$ cat src/hdl/ltr_pkg.sv
// shared types, mode codes and channel widening functions for the texel converter
`default_nettype none
package ltr_pkg;

  localparam int unsigned ModeW  = 3;
  localparam int unsigned TexelW = 24;
  localparam int unsigned ChanW  = 8;

  typedef enum logic [ModeW-1:0] {
    MODE_BGR888   = 3'd0,
    MODE_RGB332   = 3'd1,
    MODE_ARGB8332 = 3'd2,
    MODE_ARGB4444 = 3'd3,
    MODE_XRGB4444 = 3'd4,
    MODE_LA44     = 3'd5
  } src_mode_t;

  typedef struct packed {
    logic [ChanW-1:0] red;
    logic [ChanW-1:0] green;
    logic [ChanW-1:0] blue;
    logic [ChanW-1:0] alpha;
  } rgba_t;

  localparam logic [ChanW-1:0] ChanMax = 8'hFF;

  // round(v*255/3) is v*85: the two bits repeated four times
  function automatic logic [ChanW-1:0] widen2(input logic [1:0] v);
    widen2 = {v, v, v, v};
  endfunction

  // round(v*255/7) equals bit replication for all eight codes
  function automatic logic [ChanW-1:0] widen3(input logic [2:0] v);
    widen3 = {v, v, v[2:1]};
  endfunction

  // v*255/15 is exactly v*17
  function automatic logic [ChanW-1:0] widen4(input logic [3:0] v);
    widen4 = {v, v};
  endfunction

endpackage
`default_nettype wire

$ cat src/hdl/legacy_texel_to_rgba8.sv
// top level: legacy packed texel to rgba8 converter
`default_nettype none
// Converts one packed legacy texel (up to three bytes, byte 0 in bits 7:0)
// into one RGBA8 texel per request. The format comes from the mode register
// written over the cfg_ port: 0 bgr888, 1 rgb332, 2 argb8332, 3 argb4444,
// 4 xrgb4444, 5 luminance/alpha 4-4; codes 6 and 7 give an all-zero pixel.
// Narrow channels widen by round-to-nearest v*255/max, missing alpha reads
// 255. The datapath is two registers deep: a request is captured in an
// input register, converted by shallow per-channel bit replication, and
// lands in the output register; the block sustains one request per clock
// while the consumer is not stalling. in_stall
// rises only when both registers hold data and the consumer is stalling.
// Write the mode only while no requests are in flight.
module legacy_texel_to_rgba8 (
  input  wire logic                       clk,
  input  wire logic                       rst_n,
  // configuration
  input  wire logic                       cfg_valid,
  output logic                            cfg_ready,
  input  wire logic [ltr_pkg::ModeW-1:0]  cfg_data,
  // texel requests
  input  wire logic                       in_valid,
  output logic                            in_stall,
  input  wire logic [ltr_pkg::TexelW-1:0] in_texel_bytes,
  // rgba8 results
  output logic                            out_valid,
  input  wire logic                       out_stall,
  output logic      [ltr_pkg::ChanW-1:0]  out_red,
  output logic      [ltr_pkg::ChanW-1:0]  out_green,
  output logic      [ltr_pkg::ChanW-1:0]  out_blue,
  output logic      [ltr_pkg::ChanW-1:0]  out_alpha
);
  import ltr_pkg::*;

  logic [ModeW-1:0]  mode;

  // input stage
  logic              s1_valid_r;
  logic              s1_valid_nxt;
  logic [TexelW-1:0] s1_texel_r;

  // output stage
  logic              out_valid_r;
  logic              out_valid_nxt;
  rgba_t             out_pix_r;
  rgba_t             conv_pix;

  logic              out_adv;
  logic              s1_adv;

  ltr_mode_reg u_mode (
    .clk       (clk),
    .rst_n     (rst_n),
    .cfg_valid (cfg_valid),
    .cfg_ready (cfg_ready),
    .cfg_data  (cfg_data),
    .mode      (mode)
  );

  ltr_convert u_conv (
    .mode  (mode),
    .texel (s1_texel_r),
    .pix   (conv_pix)
  );

  // output register may load when empty or when its pixel is being taken
  assign out_adv = !out_valid_r || !out_stall;
  // input register may load when empty or when it can move forward
  assign s1_adv  = !s1_valid_r || out_adv;
  assign in_stall = !s1_adv;

  always_comb begin
    s1_valid_nxt  = s1_valid_r;
    out_valid_nxt = out_valid_r;
    if (out_adv) begin
      out_valid_nxt = s1_valid_r;
    end
    if (s1_adv) begin
      s1_valid_nxt = in_valid;
    end
  end

  always_ff @(posedge clk) begin
    if (!rst_n) begin
      s1_valid_r  <= 1'b0;
      out_valid_r <= 1'b0;
    end else begin
      s1_valid_r  <= s1_valid_nxt;
      out_valid_r <= out_valid_nxt;
    end
  end

  // payload registers, no reset
  always_ff @(posedge clk) begin
    if (s1_adv && in_valid) begin
      s1_texel_r <= in_texel_bytes;
    end
    if (out_adv && s1_valid_r) begin
      out_pix_r <= conv_pix;
    end
  end

  assign out_valid = out_valid_r;
  assign out_red   = out_pix_r.red;
  assign out_green = out_pix_r.green;
  assign out_blue  = out_pix_r.blue;
  assign out_alpha = out_pix_r.alpha;

endmodule
`default_nettype wire

$ cat src/hdl/ltr_mode_reg.sv
// source mode configuration register
`default_nettype none
module ltr_mode_reg (
  input  wire logic                      clk,
  input  wire logic                      rst_n,
  input  wire logic                      cfg_valid,
  output logic                           cfg_ready,
  input  wire logic [ltr_pkg::ModeW-1:0] cfg_data,
  output logic      [ltr_pkg::ModeW-1:0] mode
);
  import ltr_pkg::*;

  logic [ModeW-1:0] mode_r;
  logic [ModeW-1:0] mode_nxt;

  assign cfg_ready = 1'b1;

  always_comb begin
    mode_nxt = mode_r;
    if (cfg_valid && cfg_ready) begin
      mode_nxt = cfg_data;
    end
  end

  always_ff @(posedge clk) begin
    if (!rst_n) begin
      mode_r <= MODE_BGR888;
    end else begin
      mode_r <= mode_nxt;
    end
  end

  assign mode = mode_r;

endmodule
`default_nettype wire

$ cat src/hdl/ltr_convert.sv
// combinational unpack and widen of one texel to rgba8
`default_nettype none
module ltr_convert (
  input  wire logic [ltr_pkg::ModeW-1:0]  mode,
  input  wire logic [ltr_pkg::TexelW-1:0] texel,
  output ltr_pkg::rgba_t                  pix
);
  import ltr_pkg::*;

  logic [7:0] b0;
  logic [7:0] b1;
  logic [7:0] b2;

  assign b0 = texel[7:0];
  assign b1 = texel[15:8];
  assign b2 = texel[23:16];

  always_comb begin
    pix = '0;
    unique case (mode)
      MODE_BGR888: begin
        pix.red   = b2;
        pix.green = b1;
        pix.blue  = b0;
        pix.alpha = ChanMax;
      end
      MODE_RGB332, MODE_ARGB8332: begin
        pix.red   = widen3(b0[7:5]);
        pix.green = widen3(b0[4:2]);
        pix.blue  = widen2(b0[1:0]);
        pix.alpha = (mode == MODE_ARGB8332) ? b1 : ChanMax;
      end
      MODE_ARGB4444, MODE_XRGB4444: begin
        pix.red   = widen4(b1[3:0]);
        pix.green = widen4(b0[7:4]);
        pix.blue  = widen4(b0[3:0]);
        pix.alpha = (mode == MODE_ARGB4444) ? widen4(b1[7:4]) : ChanMax;
      end
      MODE_LA44: begin
        pix.red   = widen4(b0[3:0]);
        pix.green = widen4(b0[3:0]);
        pix.blue  = widen4(b0[3:0]);
        pix.alpha = widen4(b0[7:4]);
      end
      // codes six and seven give all channels zero
      default: pix = '0;
    endcase
  end

endmodule
`default_nettype wire

$ cat config.mk
export PLATFORM = sky130hd
export DESIGN_NAME = legacy_texel_to_rgba8
export DESIGN_NICKNAME = d
export VERILOG_FILES = /design/src/hdl/ltr_pkg.sv /design/src/hdl/legacy_texel_to_rgba8.sv /design/src/hdl/ltr_mode_reg.sv /design/src/hdl/ltr_convert.sv
export SDC_FILE = /design/constraint.sdc
export NUM_CORES = 1
export LEC_CHECK = 0
export BUFFER_PORTS_ARGS = -buffer_cell sky130_fd_sc_hd__buf_2
export CAP_MARGIN = 20
export CORE_ASPECT_RATIO = 1.4
export CORE_MARGIN = 5
export CORE_UTILIZATION = 51
export CTS_BUF_LIST = sky130_fd_sc_hd__clkbuf_2
export CTS_CLUSTER_DIAMETER = 50
export DETAILED_ROUTE_END_ITERATION = 16
export PLACE_DENSITY = 0.76
export RECOVER_POWER = 100
export SLEW_MARGIN = 20
export SYNTH_ARGS = -nofsm -noshare
export SYNTH_HDL_FRONTEND = slang
export SYNTH_HIERARCHICAL = 1
export SYNTH_SLANG_ARGS = --single-unit
$ cat constraint.sdc
create_clock -name clk -period 4.1 [get_ports clk]
set_input_delay 0.41 -clock clk [delete_from_list [all_inputs] [get_ports clk]]
set_output_delay 0.41 -clock clk [all_outputs]
set_load 0.05 [all_outputs]
* Word level (Yosys, flattened, before mapping)
Index checks and enable logic that the tools add are counted.
Cells by class: equality and inequality tests 5, mux-type cells 3, reductions and logical operators 11
Operator list (count):
- $pmux 32 s4 | 1
- $mux 8 | 2
- $eq 3x2->1 const B | 2
- $eq 3x3->1 const B | 2
- $logic_not 1->1 | 4
- $reduce_or 2->1 | 2
- $eq 3x1->1 const B | 1
- $logic_not 3->1 | 1
- $logic_and 1x1->1 | 2
- $logic_or 1x1->1 | 2
Storage, ports and cells: register bits after elaboration 61, input bits 32, output and inout bits 35, logic and storage cells 27

* Depth between registers and ports, before layout
depth after elaboration 4, gate-level depth with buffers 5, depth with buffers taken out 3

* Modules after synthesis
The synthesis kept the hierarchy.
Modules (own cells, without submodules):
- legacy_texel_to_rgba8 | times used 1, cells an instance 64, area each 1765.4 sq um, sequential area each 1721.7 sq um
- ltr_convert | times used 1, cells an instance 133, area each 930.9 sq um, sequential area each 0.0 sq um
- ltr_mode_reg | times used 1, cells an instance 11, area each 120.1 sq um, sequential area each 60.1 sq um

* Worst setup path before layout
Ideal clock, no wire load.
path type register -> register, start point register out_valid_r, in the netlist out_valid, end point register out_pix_r, in the netlist out_alpha[0] (enable), setup time 0.470 ns, arrival time 2.910 ns, data required time 3.630 ns, setup slack 0.720 ns, cell stages (with the launch flop) 2, path buffers 0, clock period less this slack 3.380 ns, cells stage by stage dfxtp_1 a21boi_0
On the way: cells in the longest elaborated chain, start to end 3
Ends and longest elaborated chain:
- from (decl) | line legacy_texel_to_rgba8.sv:43 | logic out_valid_r;
- from (signal assigned) | line legacy_texel_to_rgba8.sv:89 | out_valid_r <= out_valid_nxt;
- $logic_not 1->1 | line legacy_texel_to_rgba8.sv:67 | assign out_adv = !out_valid_r || !out_stall;
- $logic_or 1x1->1 | line legacy_texel_to_rgba8.sv:67
- $logic_and 1x1->1 | line legacy_texel_to_rgba8.sv:98 | if (out_adv && s1_valid_r) begin
- to (signal assigned) | line legacy_texel_to_rgba8.sv:99 | out_pix_r <= conv_pix;
- to (decl) | line legacy_texel_to_rgba8.sv:45 | rgba_t out_pix_r;
Every way passes these cells. A chain may end at the register's enable or synchronous reset.

==> summary.md <==
| Metric | Value |
|---|---|
| MaxCap Viol Count | `2` |
| Core Box Area | `5445 um2` |
| Root Buffer | `clkbuf_2` |
| Tcrit/Tclk final | `about 65%` |
| Die Wd | `~73 um` |
| Pleak | `1.145 nW` |
| Ys Warns | `6` |
| Initial core utilization | `between 50% and 60%` |
| Internal | `roughly 0.0011 W` |
| Htree depth | `3` |
| I/O Pins | `67` |
| DRC | `0` |
| Wire length per cell | `between 15 and 20 um` |
| Fin crit period | `about 2.6 ns` |
| Sw Share | `roughly a quarter` |
| Yosys top cell by area | `edfxtp_1` |
| Inserted Clock Buffers | `9` |
| Setup_tns | `0 ns` |
| Fin. Hold Viols | `0` |
| Post-Syn Area per Cell | `13.54 um2` |
| Max Freq | `around 380 MHz` |
| Via count | `roughly 2000` |
| Clk_lat worst skew | `0.49 ns` |
| Status | `finished, violations left` |
| # nets final | `303` |
| FF+latch count, synth | `just over 60` |
| Flop2flop setup slack | `1.45 ns` |
| EDFF count, synth | `56` |
| Crit path kind | `register to register` |
| GRT Total Usage | `~17%` |
| Crit path DAT | `just under 3 ns` |
| Drt via density | `5.709` |
| IO Port Bufs | `65` |
| Worst EP required | `4.35 ns` |
| DRT antenna net count | `0` |
| Sequential power share | `50.6%` |
| # hold bufs at CTS | `0` |
| Async set or reset register ratio after synthesis | `0%` |
| Hold Crit Depth | `1` |
| Final Wtd Congestion | `roughly 0.87` |
| Clk pwr share | `35.7%` |
| Die Y | `97.93 um` |
| CTS tree | `built` |
| Seq/Total Area, Yosys | `between 60% and 70%` |
| Iteration-0 DRC Markers | `195` |
| Cells after Synth | `about 210` |
| Post-CTS sizing | `0` |
| Floorplan row count | `32` |
| R2R Path Start | `u_mode/mode[0]$_SDFFE_PN0P_` |
| Synth top area share | `59.71%` |
| Maximum VDD drop | `about 330 uV` |
| DP Wirelength | `between 4000 and 5000 um` |
| Hold WC Path Type | `input port to register` |
| Total gr overflow | `0` |
| Hold Path End | `s1_texel_r[22]$_DFFE_PP_` |
| Largest net degree at the start of global routing | `34` |
| P_sw | `between 0.0003 and 0.0004 W` |
| Syn Nets | `240` |
| Wirelength, routed | `5729 um` |
| Commonest non-fill, non-tap cell in the layout | `edfxtp_1` |
| Relative max-transition margin | `-26.85%` |
| RSZ-0062 raised after global routing | `false` |
| Setup Buffers After CTS | `0` |
| Clock sink total | `a little over 60` |
| Initial antenna violation count | `0` |
| First-pass GRT wire length | `8942 um` |
| Reg-to-Reg End | `out_blue[7]$_DFFE_PP_` |
| Pwr Density | `roughly 460 nW/um2` |
| Skew final | `~0.020 ns` |
| Synth area leaders | `edfxtp_1 (60%), dfxtp_1 (3.6%), o21ai_0 (2.7%), mux2i_1 (2.5%), mux2_2 (2.4%)` |
| Element type at the critical path end | `register` |
| Combinational power share | `13.7%` |
| Layout area overhead | `15.19%` |
| Diode count | `0` |
| Share of cells above drive strength 1 | `about 20%` |
| Slew Limit Fails | `58` |
| Mapped cell area | `between 2000 and 3000 um2` |
| Highest-count cells in the layout ignoring fill and taps | `edfxtp_1 (56), clkbuf_1 (37), buf_2 (31)` |
| Yosys cell types | `between 40 and 50` |
| DR pass1 iterations | `5` |
| Violated checks | `max-capacitance violations, max-slew violations` |
| R2R cell count | `4` |
| Vias in the first global route | `1807` |
| Reg clk slew, reported paths | `0.18 ns` |
| Number of setup violations in the final report | `0` |
| Worst slew pin tran | `between 1.5 and 2 ns` |
| Main synth FF type | `edfxtp_1` |
| Max FO, Critical Path | `27` |
| Final Power | `between 0.001 and 0.0015 W` |
| Hold_sp | `in_texel_bytes[22]` |
| CP startpoint kind | `register` |
| Clk buf depth | `2` |
| Die ar. | `7130 um2` |
==> per-stage QoR <==
step / setup slack, ns / utilization [%] / cells / instance area (um2) / hold slack [ns]
3_5_place_dp: 1.979 / 57.72 / 328 / 3143 / 0.5093
3_3_place_gp: 2.028 / 57.72 / 328 / 3143 / 0.4863
2_1_floorplan: 0.7196 / - / 208 / 2816 / 0.4746
4_1_cts: 1.954 / 61.08 / 344 / 3326 / 0.03284
6_report: 1.454 / 59.58 / 344 / 3244 / 0.07672
5_1_grt: 1.272 / 59.58 / 344 / 3244 / 0.01494
==> how the worst max path moves through the flow <==
stage | from | end | slack (ns) | cells past startpoint
floorplan | out_valid$_SDFFE_PN0P_ | out_alpha[0]$_DFFE_PP_ | 0.72 | 1
global placement | u_mode/mode[1]$_SDFFE_PN0P_ | out_red[1]$_DFFE_PP_ | 2.03 | 4
detailed placement | u_mode/mode[1]$_SDFFE_PN0P_ | out_red[1]$_DFFE_PP_ | 1.98 | 4
CTS | u_mode/mode[1]$_SDFFE_PN0P_ | out_red[1]$_DFFE_PP_ | 1.95 | 4
global route | u_mode/mode[0]$_SDFFE_PN0P_ | out_green[7]$_DFFE_PP_ | 1.27 | 4
finish | u_mode/mode[0]$_SDFFE_PN0P_ | out_blue[7]$_DFFE_PP_ | 1.45 | 4
==> Yosys cell counts, types with 3 or more instances <==
cell and number:
buf_6 4, and2_1 4, buf_2 6, edfxtp_1 56, o21ai_0 15, mux2_2 6, a2bb2oi_1 3, a211oi_1 8
nor2b_1 9, nand2b_1 6, nand2_1 9, dfxtp_1 5, a21boi_0 3, inv_1 3, a32oi_1 4, o21bai_1 3
buf_4 4, mux2i_1 7, nor3b_1 5, a21oi_1 12, a22oi_1 4
==> flip-flops by register name, summed over array words and instances, names as in the netlist <==
name	flops
out_red	8
out_green	8
u_mode/mode	3
s1_texel_r	24
out_blue	8
s1_valid_r	1
out_alpha	8
out_valid	1
==> routing by layer <==
layer / track usage, % / share of wire (%) / vias to the layer above
li1: - / - / 936
met1: 20.92 / 39 / 886
met2: 24.97 / 48 / 122
met3: 4.428 / 9.1 / 20
met4: 10.94 / 3.6 / 0
met5: 0 / 0 / -
==> critical path, cell delays in order (launching register included) <==
cell      delay (ns)
dfxtp_1         0.62
clkbuf_1        0.97
and2_0          0.35
a21oi_1         0.10
a221oi_1        0.38
==> cells by family after synthesis <==
kind of cell	after synthesis	share of synthesized area, %
and+or+nand+nor	40	8.396
xor gates and xnor gates	1	0.3110
buffers and inverters	19	4.398
muxes	14	5.420
DFF	61	63.26
other	1	0.1331
AOI/OAI and AO/OA	72	18.08
==> area by class of cell <==
| class | instances | area, um2 |
|---|---|---|
| Multi-Input combinational cell | 128 | 889.6 |
| Timing Repair Buffer | 68 | 294.0 |
| Sequential cell | 61 | 1782 |
| Inverter | 3 | 11.26 |
| Clock buffer | 9 | 45.04 |
| Fill cell | 503 | 2201 |
| Tap cell | 68 | 85.08 |
| Clock inverter | 7 | 137.6 |
==> power by group through the flow <==
stage          registers, W  logic [W]  clock network [W]
6_report           0.000756   0.000205           0.000533
5_1_grt            0.000761   0.000220           0.000565
4_1_cts            0.000755   0.000215           0.000544
3_5_place_dp       0.000769   0.000214                  0
3_3_place_gp       0.000768   0.000212                  0
2_1_floorplan      0.000820   0.000110                  0
Power figures use the tool's default switching activity.
